<file path="config.mk">
export PLATFORM = sky130hd
export DESIGN_NAME = ufe_ctrl
export DESIGN_NICKNAME = d
export VERILOG_FILES = /design/src/design/union_find_engine_unit_defines.svh /design/src/design/ufe_pkg.sv /design/src/design/ufe_ctrl.sv
export SDC_FILE = /design/constraint.sdc
export NUM_CORES = 1
export LEC_CHECK = 0
export BUFFER_PORTS_ARGS = -buffer_cell sky130_fd_sc_hd__buf_2
export CAP_MARGIN = 20
export CORE_AREA = 4 4 41 43
export CTS_CLUSTER_SIZE = 8
export DETAILED_ROUTE_END_ITERATION = 7
export DIE_AREA = 0 0 45 47
export GPL_ROUTABILITY_DRIVEN = 0
export HOLD_SLACK_MARGIN = 0.02
export PLACE_DENSITY = 0.75
export SYNTH_ARGS = -nofsm -noshare
export SYNTH_HDL_FRONTEND = slang
export SYNTH_SLANG_ARGS = --single-unit
export TNS_END_PERCENT = 50
</file>
<file path="constraint.sdc">
create_clock -name clk -period 2.3 [get_ports clk]
set_clock_uncertainty 0.2 [all_clocks]
set_input_delay 0.46 -clock clk [delete_from_list [all_inputs] [get_ports clk]]
set_output_delay 0.46 -clock clk [all_outputs]
set_load 0.1 [all_outputs]
</file>
<file path="src/design/union_find_engine_unit_defines.svh">
// ----------------------------------------------------------------------------
// Union-find engine assertion macros
// Shared concurrent assertion forms used by the engine datapath.
// ----------------------------------------------------------------------------
`ifndef UNION_FIND_ENGINE_UNIT_DEFINES_SVH
`define UNION_FIND_ENGINE_UNIT_DEFINES_SVH

// same-cycle implication, sampled on clk, off during reset
`define UFE_ASSERT_IMP(lbl, ante, cons, msg) \
	lbl: assert property (@(posedge clk) disable iff (!arst_n) (ante) |-> (cons)) \
		else $error(msg);

// next-cycle implication, sampled on clk, off during reset
`define UFE_ASSERT_NXT(lbl, ante, cons, msg) \
	lbl: assert property (@(posedge clk) disable iff (!arst_n) (ante) |=> (cons)) \
		else $error(msg);

`endif

</file>
<file path="src/design/ufe_pkg.sv">
// ----------------------------------------------------------------------------
// Union-find engine package
// Sizes, beat layouts, controller states and controller/datapath interface.
// ----------------------------------------------------------------------------
package ufe_pkg;

	localparam int MAX_ELEMENTS = 1024;
	localparam int INDEX_W      = $clog2(MAX_ELEMENTS);
	localparam int COUNT_W      = INDEX_W + 1;
	localparam int CFG_W        = INDEX_W + 1;
	localparam int S_TDATA_W    = ((2 * INDEX_W + 7) / 8) * 8;
	localparam int M_TDATA_W    = ((INDEX_W + COUNT_W + 1 + 7) / 8) * 8;

	localparam logic OP_FIND  = 1'b0;
	localparam logic OP_UNITE = 1'b1;

	typedef enum logic [3:0] {
		ST_CLEAR,
		ST_IDLE,
		ST_CHECK,
		ST_WALK,
		ST_COMP,
		ST_SZA,
		ST_SZB,
		ST_COMMIT,
		ST_ERROR
	} ctrl_state_t;

	typedef enum logic [3:0] {
		DP_NOP,
		DP_CLEAR,
		DP_LOAD,
		DP_WALK_START,
		DP_WALK_STEP,
		DP_COMP_START,
		DP_COMP_STEP,
		DP_SIZE_A,
		DP_SIZE_B,
		DP_SIZE_CAP,
		DP_COMMIT,
		DP_ERROR
	} dp_op_t;

	typedef struct packed {
		dp_op_t op;
		logic   sel_b;
	} dp_cmd_t;

	typedef struct packed {
		logic clear_last;
		logic in_range;
		logic is_unite;
		logic root_found;
		logic comp_done;
		logic out_busy;
	} dp_stat_t;

endpackage

</file>
<file path="src/design/ufe_ctrl.sv">
// ----------------------------------------------------------------------------
// Union-find engine controller
// Sequences clear sweep, root walks, path compression, size reads and commit or error.
// ----------------------------------------------------------------------------
module ufe_ctrl (
	input  logic              clk,
	input  logic              arst_n,
	input  logic              s_tvalid,
	output logic              s_tready,
	input  ufe_pkg::dp_stat_t stat,
	output ufe_pkg::dp_cmd_t  cmd
);
	import ufe_pkg::*;

	ctrl_state_t state_q, state_d;
	logic        sel_q;

	always_ff @(posedge clk or negedge arst_n) begin
		if (!arst_n) begin
			state_q <= ST_CLEAR;
			sel_q   <= 1'b0;
		end else begin
			state_q <= state_d;
			if (state_q == ST_CHECK) begin
				sel_q <= 1'b0;
			end else if (state_q == ST_COMP && stat.comp_done && !sel_q && stat.is_unite) begin
				sel_q <= 1'b1;
			end
		end
	end

	always_comb begin
		state_d = state_q;
		unique case (state_q)
			ST_CLEAR:  if (stat.clear_last) state_d = ST_IDLE;
			ST_IDLE:   if (s_tvalid) state_d = ST_CHECK;
			ST_CHECK:  state_d = stat.in_range ? ST_WALK : ST_ERROR;
			ST_WALK:   if (stat.root_found) state_d = ST_COMP;
			ST_COMP: begin
				if (stat.comp_done) begin
					state_d = (!sel_q && stat.is_unite) ? ST_WALK : ST_SZA;
				end
			end
			ST_SZA:    state_d = ST_SZB;
			ST_SZB:    state_d = ST_COMMIT;
			ST_COMMIT: if (!stat.out_busy) state_d = ST_IDLE;
			ST_ERROR:  if (!stat.out_busy) state_d = ST_IDLE;
			default:   state_d = ST_IDLE;
		endcase
	end

	always_comb begin
		cmd.op    = DP_NOP;
		cmd.sel_b = sel_q;
		s_tready  = 1'b0;
		unique case (state_q)
			ST_CLEAR: cmd.op = DP_CLEAR;
			ST_IDLE: begin
				s_tready = 1'b1;
				if (s_tvalid) cmd.op = DP_LOAD;
			end
			ST_CHECK: begin
				cmd.sel_b = 1'b0;
				if (stat.in_range) cmd.op = DP_WALK_START;
			end
			ST_WALK:  cmd.op = stat.root_found ? DP_COMP_START : DP_WALK_STEP;
			ST_COMP: begin
				if (!stat.comp_done) begin
					cmd.op = DP_COMP_STEP;
				end else if (!sel_q && stat.is_unite) begin
					cmd.op    = DP_WALK_START;
					cmd.sel_b = 1'b1;
				end else begin
					cmd.op = DP_SIZE_A;
				end
			end
			ST_SZA:    cmd.op = DP_SIZE_B;
			ST_SZB:    cmd.op = DP_SIZE_CAP;
			ST_COMMIT: if (!stat.out_busy) cmd.op = DP_COMMIT;
			ST_ERROR:  if (!stat.out_busy) cmd.op = DP_ERROR;
			default:   cmd.op = DP_NOP;
		endcase
	end

endmodule

</file>
==> impl_metrics.toml, run 1 <==
[status]
status = "complete, but fails checks"
violations = "negative setup slack"

[clocking]
clk_latency_ps = 240
root_buffer = "clkbuf_4"
cts_tree = "done"
clock-sinks = 5
cts.htree.levels = 1
cts_buffer_depth = 2
clk_pin_slew_worst_paths_ps = 50
cts_buffers = 3

[synth]
syn_area_per_cell_um2 = 7.15
synth_seq_cells = 5
synth_top_family_by_area = "simple AND/OR/NAND/NOR gates"
synth_cell_types = 27
syn_nets = 83
ys_seq_area_share_pct = 23.6
synth.area.mux_share_pct = 10.2
synth_compound_area_share_pct = 27.2
syn-cell-area_um2 = 529
yosysTopAreaCell = "dfrtp_1"
syn_inst = 74
synthAdderAreaFrac_pct = 0
synth_xor_area_share_pct = 0
synth_area_leaders = "dfrtp_1 24%, o21ai_0 7.6%, nor2_1 7.1%, mux2_1 6.4%, a21oi_1 4.7%"
synthSimpleGateAreaFrac_pct = 32.6
synth_top_cell_area_share_pct = 23.6
yosysWarnings = 0

[global_route]
grt_pass1_wl_um = 2380
grtUsageTotal_pct = 15.6
use_met2_pct = 27.4
grt.met1_usage_pct = 17.8
antenna_found_initial = 0
grtUsageMet3_pct = 1.53
grt_busiest_layer = "met2"
grt_max_degree = 19
overflow = 0
grt_pass1_vias = 571

[worst_setup_path]
reg2reg_slack_ps = 120
path_max_fanout = 3
cp-start-kind = "flip-flop"
startpoint = "state_q[2]"
r2r_end = "state_q[2]"
r2r_cells = 6
setup.worst_path.class = "flip-flop to primary output"
crit_end = "cmd[2]"
critPathCaptureType = "primary output"
cp.required_ps = 1640
arrival_ps = 1700
crit-reg2reg-launch = "state_q[2]"

[final_layout]
multi_input_area_um2 = 454
drive_above_1_share_pct = 47.5
fillers = 90
stdcell_count = 116
final_nets = 111
syn_to_final_growth_pct = 78.5
num_antenna_cells = 0
utilization_pct = 72.6
ff_latch_area_um2 = 128

[detailed_routing]
drtIter0Drc = 18
vias = 684
wirelength_um = 1760
ant_nets = 0
viasPerCell = 5.90
wire_per_inst_um = 15.2
route.detailed.drc = 0
dr.pass1.iters = 4

[floorplanning]
die_y_um = 47
io_pins = 15
core-area_um2 = 1300
row_count = 13
initial_core_util_pct = 40.7
dieWidth_um = 45
dieArea_um2 = 2120

[hold_path]
hold_class = "primary input to asynchronous set/reset pin"

[timing]
worstMarginPinSlew_ps = 372
hold_viol_final = 0
grt_setup_unrepaired = "yes"
finalSetupViolCount = 2
tns_ps = -71.2
max_slew_margin_pct = 75.0
slew_violations = 0
fin_crit_ps = 2360
fmax_ghz = 0.425
period_share_pct = 102
worst_slack_ps = -55.5

[placement]
io_buffer_count = 14
dp.cells = 105
detailed_place_hpwl_um = 1200

[flow_run]
drv_cap = 0
[stage by stage]
step	hold WS [ps]	setup slack, ps	area [µm²]
after floorplan	-35.6	-193	579
after global placement	76.4	30.4	808
after detailed placement	78.3	-22.0	808
after CTS	344	-76.5	872
after global routing	361	-97.2	945
final	350	-55.5	945
[kinds of logic after synthesis]
family                 after synthesis
AO/OA/AOI/OAI                       23
flip-flops                           5
multiplexers                         5
AND/OR/NAND/NOR                     33
buffers and inverters                8
[cell usage after synthesis]
master    number
nor4_1         1
buf_1          1
nor2b_1        3
a32o_1         1
buf_2          3
nand2b_1       4
o31ai_1        1
clkbuf_1       3
and3_1         2
nor2_1        10
or4b_1         1
or3b_2         2
inv_1          1
o22ai_1        1
a21oi_1        5
nand2_1        6
a221oi_1       1
a221o_2        1
o21ai_0        8
dfrtp_1        5
mux2i_1        2
nor3_1         3
a21boi_0       1
o32ai_1        1
nand3b_1       1
mux2_1         3
a31oi_1        3
[state kept, by name, indices dropped and copies added, names as in the netlist]
| name | cells |
|---|---|
| state_q | 4 |
| sel_q | 1 |
[worst min-delay path by stage]
stage,from,to,slack [ps],depth (start not counted)
global route,arst_n,state_q[1],360,2
global placement,arst_n,sel_q,80,1
floorplan,arst_n,sel_q,-40,0
detailed placement,arst_n,sel_q,80,1
finish,arst_n,state_q[1],350,2
CTS,arst_n,state_q[0],340,2
[layer usage]
metal | vias up | wire length, µm
li1 | 322 | -
met1 | 317 | 685
met2 | 35 | 896
met3 | 10 | 115
met4 | 0 | 67
met5 | - | 0
[layout make-up]
class | instances | area share, %
repair buffers | 30 | 33.1
inverters | 1 | 0.397
clock inverters | 1 | 0.530
multi-input cells | 61 | 48.1
clock buffers | 3 | 2.38
well taps | 15 | 1.99
flip-flops and latches | 5 | 13.5
[timing repair]
action	in CTS	in global routing
setup buffers	0	5
setup endpoints to repair	3	5
gates cloned	0	1
pin swaps	3	4
hold endpoints to repair	5	0
hold buffers	1	0
resized for setup	7	4
[critical path, cell delays in order (launching register included)]
cell	delay, ps
dfrtp_2	430
or3b_4	390
a21oi_2	140
a31oi_2	70
o22ai_4	210
buf_12	200
[cells in the final DEF, fill, tap and decap left out, types with 2 or more instances in the layout]
master,instances
nor2_1,9
a21oi_1,4
mux2i_1,2
a31oi_1,2
buf_12,7
clkbuf_4,3
o21ai_0,5
nand2_1,6
buf_2,8
dfrtp_1,3
mux2_1,3
o21ai_1,2
nand2b_1,2
buf_4,13
nor3_1,2
nor2b_1,3
and3_1,2
dfrtp_2,2
nand2b_4,2
Power of run 1 is left out: the tool's default activity adds up to more than one toggle a clock period on the data nets, which glitch-free logic cannot reach.
==> run 2, diff against run 1 <==
--- a/config.mk
+++ b/config.mk
@@ -14,6 +14,7 @@
 export GPL_ROUTABILITY_DRIVEN = 0
 export HOLD_SLACK_MARGIN = 0.02
 export PLACE_DENSITY = 0.75
+export RECOVER_POWER = 50
 export SYNTH_ARGS = -nofsm -noshare
 export SYNTH_HDL_FRONTEND = slang
 export SYNTH_SLANG_ARGS = --single-unit
==> run 2 against run 1 <==
Net effect: global-route usage unchanged; maximum frequency unchanged; the flow still finishes with violations (negative setup slack); sequential share of layout area about the same; worst setup slack unchanged; clock-buffer cell count unchanged.
==> impl_metrics.toml, run 2 (synthesized netlist as in run 1, its figures left out) <==
[status]
status = "complete, but fails checks"
violations = "negative setup slack"

[floorplanning]
io_pins = 15
die_y_um = 47
dieWidth_um = 45
initial_core_util_pct = 40.7
dieArea_um2 = 2120
row_count = 13
core-area_um2 = 1300

[global_route]
overflow = 0
grt_max_degree = 19
grt_pass1_vias = 571
grtUsageTotal_pct = 15.6
grt_pass1_wl_um = 2380
antenna_found_initial = 0

[clocking]
clock-sinks = 5
cts_tree = "done"
cts_buffers = 3
root_buffer = "clkbuf_4"
cts_buffer_depth = 2
clk_latency_ps = 240
clk_pin_slew_worst_paths_ps = 50
cts.htree.levels = 1

[final_layout]
syn_to_final_growth_pct = 78.3
largest-register = "state_q"
largest_reg_flops = 4
drive_above_1_share_pct = 46.5
num_antenna_cells = 0
ff_latch_area_um2 = 128
final_nets = 111
top_regs = "state_q: 4 flops, sel_q: 1 flops"
fillers = 91
layout_common_cells = "13 x buf_4, 9 x nor2_1, 7 x buf_2, 7 x buf_12, 6 x nand2_1"
utilization_pct = 72.5
finalInstanceArea_um2 = 943
multi_input_area_um2 = 454
final_common_cell = "buf_4"

[detailed_routing]
dr.pass1.iters = 5
wl_met3_um = 111
vias = 682
viasPerCell = 5.88
route.detailed.drc = 0
maxUsedRoutingLayer = "met4"
wirelength_met1_um = 687
ant_nets = 0
drtIter0Drc = 17
wire_per_inst_um = 15.2
wl_met2_um = 900
wirelength_um = 1770

[worst_setup_path]
arrival_ps = 1700
cp-start-kind = "flip-flop"
setup.worst_path.class = "flip-flop to primary output"
critPathCaptureType = "primary output"
path_max_fanout = 3
cp.required_ps = 1640

[timing]
fin_crit_ps = 2360
hold_viol_final = 0
slew_violations = 0
worstMarginPinSlew_ps = 372
max_slew_margin_pct = 75.0
period_share_pct = 102
finalSetupViolCount = 2
fmax_ghz = 0.425
grt_setup_unrepaired = "yes"
worst_slack_ps = -55.5

[placement]
detailed_place_hpwl_um = 1200
post_dp_cell_area_um2 = 808
io_buffer_count = 14

[flow_run]
drv_cap = 0

[hold_path]
hold_class = "primary input to asynchronous set/reset pin"
==> run 2: layout make-up <==
class	instances	area share, %
inverter	1	0.398
clock inverter	1	0.531
timing repair buffer	30	33.0
multi-input combinational	61	48.1
sequential	5	13.5
clock buffer	3	2.39
tap	15	1.99
==> run 2: critical path, cell delays in order (launching register included) <==
cell	delay, ps
dfrtp_2	430
or3b_4	390
a21oi_2	140
a31oi_2	70
o22ai_4	210
buf_12	200
==> run 2: per-stage QoR <==
stage	hold WS, ps	worst slack (ps)	std cells	TNS [ps]
global placement	76.4	30.4	105	0
floorplan	-35.6	-193	74	-703
global route	413	-97.2	116	-353
detailed placement	78.3	-22.0	105	-22.0
CTS	344	-76.5	110	-152
finish	385	-55.5	116	-71.2
==> run 2: repair_timing <==
item	in CTS	in global routing
gates resized for setup	7	4
hold endpoints to repair	5	0
endpoints found under the setup margin	3	5
pin swaps	3	4
gates cloned	0	1
setup buffers	0	5
hold buffers	1	0
==> run 2: routing by layer <==
metal  up-vias  track usage, %
met3        10            1.53
met2        33            27.4
met1       317            17.8
met5         -               0
met4         0            10.5
li1        322               -
==> run 2: final timing paths <==
| kind | cells past startpoint | to | slack [ps] | startpoint |
|---|---|---|---|---|
| max | 5 | cmd[2] | -60 | state_q[2] |
| min reg2reg | 1 | state_q[3] | 390 | state_q[0] |
| min | 2 | state_q[1] | 390 | arst_n |
| max reg2reg | 6 | state_q[2] | 120 | state_q[2] |
| max in group asynchronous | 2 | state_q[2] | 1280 | arst_n |
| min in group clk | 1 | state_q[3] | 390 | state_q[0] |
Power of run 2 is left out for the same reason.
==> run 3, diff against run 2 <==
--- a/config.mk
+++ b/config.mk
@@ -5,15 +5,18 @@
 export SDC_FILE = /design/constraint.sdc
 export NUM_CORES = 1
 export LEC_CHECK = 0
+export ABC_AREA = 1
 export BUFFER_PORTS_ARGS = -buffer_cell sky130_fd_sc_hd__buf_2
 export CAP_MARGIN = 20
-export CORE_AREA = 4 4 41 43
+export CELL_PAD_IN_SITES_DETAIL_PLACEMENT = 0
+export CELL_PAD_IN_SITES_GLOBAL_PLACEMENT = 1
+export CORE_AREA = 4 4 45 47
 export CTS_CLUSTER_SIZE = 8
 export DETAILED_ROUTE_END_ITERATION = 7
-export DIE_AREA = 0 0 45 47
+export DIE_AREA = 0 0 49 51
 export GPL_ROUTABILITY_DRIVEN = 0
 export HOLD_SLACK_MARGIN = 0.02
-export PLACE_DENSITY = 0.75
+export PLACE_DENSITY = 0.81
 export RECOVER_POWER = 50
 export SYNTH_ARGS = -nofsm -noshare
 export SYNTH_HDL_FRONTEND = slang
==> run 3 against run 2 <==
Net effect: the run now ends clean; maximum frequency up 5.0%; design area down 20%; non-clock buffer count down 9; worst setup slack better by 110 ps; worst hold slack worse by 87 ps; die area up 18%; final cell count up 5.2%; utilization down 27 points; via count down 12%; flip-flop and latch count unchanged; highest routed layer is now met3.
==> impl_metrics.toml, run 3 <==
[final_layout]
layout_common_cells = "28 x nand2_1, 16 x nand3_1, 8 x inv_1, 7 x buf_2, 6 x buf_4"
multi_input_area_um2 = 313
syn_to_final_growth_pct = 58.2
finalInstanceArea_um2 = 758
ff_latch_area_um2 = 130
final_common_cell = "nand2_1"
largest-register = "state_q"
stdcell_count = 122
final_nets = 115
top_regs = "state_q: 4 flops, sel_q: 1 flops"
largest_reg_flops = 4
drive_above_1_share_pct = 38.1
fillers = 175
num_antenna_cells = 0

[timing]
hold_viol_final = 0
finalSetupViolCount = 0
fin_crit_ps = 2240
max_slew_margin_pct = 82.5
slew_violations = 0
worstMarginPinSlew_ps = 262
fmax_ghz = 0.446
grt_setup_unrepaired = "yes"
period_share_pct = 97.5
worst_slack_ps = 57.2

[clocking]
cts.htree.levels = 1
clk_latency_ps = 240
clock-sinks = 5
cts_tree = "done"
root_buffer = "clkbuf_4"
cts_buffer_depth = 2
cts_buffers = 3
clk_pin_slew_worst_paths_ps = 40

[worst_setup_path]
path_cells = "nor2_4 -> nand4_1 -> nand3_1 -> nor2_1 -> o21ai_1 -> clkbuf_16"
arrival_ps = 1580
path_max_fanout = 7
cp.buffers_inverters = 1
reg2reg_slack_ps = 760
setup.worst_path.class = "flip-flop to primary output"
crit-reg2reg-launch = "state_q[0]"
cp-start-kind = "flip-flop"
critPathCaptureType = "primary output"
cpPeakStageDelay_ps = 430
cp_top_family = "simple AND/OR/NAND/NOR gates"
cp.required_ps = 1640
r2r_end = "state_q[3]"
r2r_cells = 8
crit_slowest_cell = "dfrtp_2"

[placement]
detailed_place_hpwl_um = 1080
post_dp_cell_area_um2 = 681
io_buffer_count = 14
dp.cells = 114
pre_cts_ws_ps = 218

[floorplanning]
row_count = 15
io_pins = 15
die_y_um = 51
dieWidth_um = 49
core-area_um2 = 1650
dieArea_um2 = 2500
initial_core_util_pct = 29.0

[global_route]
grt_busiest_layer = "met2"
grtUsageTotal_pct = 11.1
grt_pass1_vias = 542
overflow = 0
grt.met1_usage_pct = 13.5
grtUsageMet3_pct = 4.37
antenna_found_initial = 0
grt_max_degree = 9
grt_pass1_wl_um = 2250
use_met2_pct = 18.9

[synth]
syn-cell-area_um2 = 479
syn_inst = 81
ys_async_sr_fraction_pct = 100
synth_edf_count = 0
yosysWarnings = 0
synth_area_leaders = "dfrtp_1 26%, nand2_1 23%, nand3_1 17%, inv_1 9.4%, o21ai_0 4.2%"
syn_nets = 90
synth_top_cell_area_share_pct = 26.1
synth_common_cells = "29 x nand2_1, 16 x nand3_1, 12 x inv_1"
syn_area_per_cell_um2 = 5.92
yosysTopAreaCell = "dfrtp_1"
synth_cell_types = 14
synth_seq_cells = 5
ys.flop_type = "dfrtp_1"
ys_seq_area_share_pct = 26.1
yosysMostFrequentCell = "nand2_1"

[hold_path]
min_path_cells = 3
worstHoldStart = "stat[4]"
hold_class = "primary input to flip-flop"
min_to = "state_q[3]"

[detailed_routing]
drtIter0Drc = 9
ant_nets = 0
viasPerCell = 4.93
route.detailed.drc = 0
vias = 601
wire_per_inst_um = 10.5
wirelength_um = 1280
dr.pass1.iters = 5

[status]
status = "complete, no violations"

[flow_run]
drv_cap = 0
## run 3: cell count changes in the layout (fill, tap and decap cells not counted), sizes merged, moves of 4 or more
cell,previous run,this run
inv,1,11
buf,27,18
nand2b,4,0
a21oi,5,0
nand3,0,16
nand2,6,31
## run 3: layer usage
layer	part of all wire, %	vias to the layer above
met3	4.4	0
met5	0	-
li1	-	304
met4	0	0
met1	45	274
met2	50	23
## run 3: cells by family after synthesis
kind of cell           count (synthesis)  share of synthesized area (%)
AND/OR/NAND/NOR                       58                           56.1
buffers and inverters                 13                           11.7
flip-flops                             5                           26.1
AO/OA/AOI/OAI                          5                           6.01
## run 3: worst reg2reg max path, stage by stage (launching register included)
cell     delay, ps
dfrtp_2        440
nand2_1        160
inv_2           70
nand3_1         70
nand2_1         60
nor2_2         200
nand2_2        110
nand2_1         70
nand2_1         50
## run 3: worst max path at each step
| stage | startpoint | to | slack, ps | depth (start not counted) |
|---|---|---|---|---|
| 3_3_place_gp | state_q[3] | cmd[1] | 250 | 6 |
| 6_report | state_q[2] | cmd[1] | 60 | 6 |
| 4_1_cts | state_q[0] | cmd[1] | 10 | 7 |
| 3_5_place_dp | state_q[3] | cmd[1] | 220 | 6 |
| 5_1_grt | state_q[3] | cmd[1] | -30 | 6 |
| 2_1_floorplan | state_q[0] | cmd[2] | -510 | 6 |
## run 3: cell type report
class / instances / share of cell area [%]
tap: 17 / 2.81
timing repair buffer: 21 / 28.9
inverter: 12 / 6.44
clock buffer: 4 / 3.47
multi-input combinational: 63 / 41.3
sequential: 5 / 17.2
## run 3: what timing repair did
| action | in CTS | in global routing |
|---|---|---|
| resized for setup | 1 | 9 |
| setup endpoints to repair | 1 | 4 |
| endpoints found under the hold margin | 5 | 0 |
| hold buffers | 1 | 0 |
| pin swaps | 0 | 3 |
| buffers inserted | 0 | 3 |
## run 3: metrics by stage
stage / setup TNS [ps] / hold slack, ps / utilization, %
6_report: 0 / 298 / 45.9
5_1_grt: -38.8 / 299 / 45.9
4_1_cts: 0 / 295 / 43.7
3_5_place_dp: 0 / 78.9 / 41.2
3_3_place_gp: 0 / 78.5 / 41.2
2_1_floorplan: -1490 / -35.6 / -
Power of run 3 is left out for the same reason.
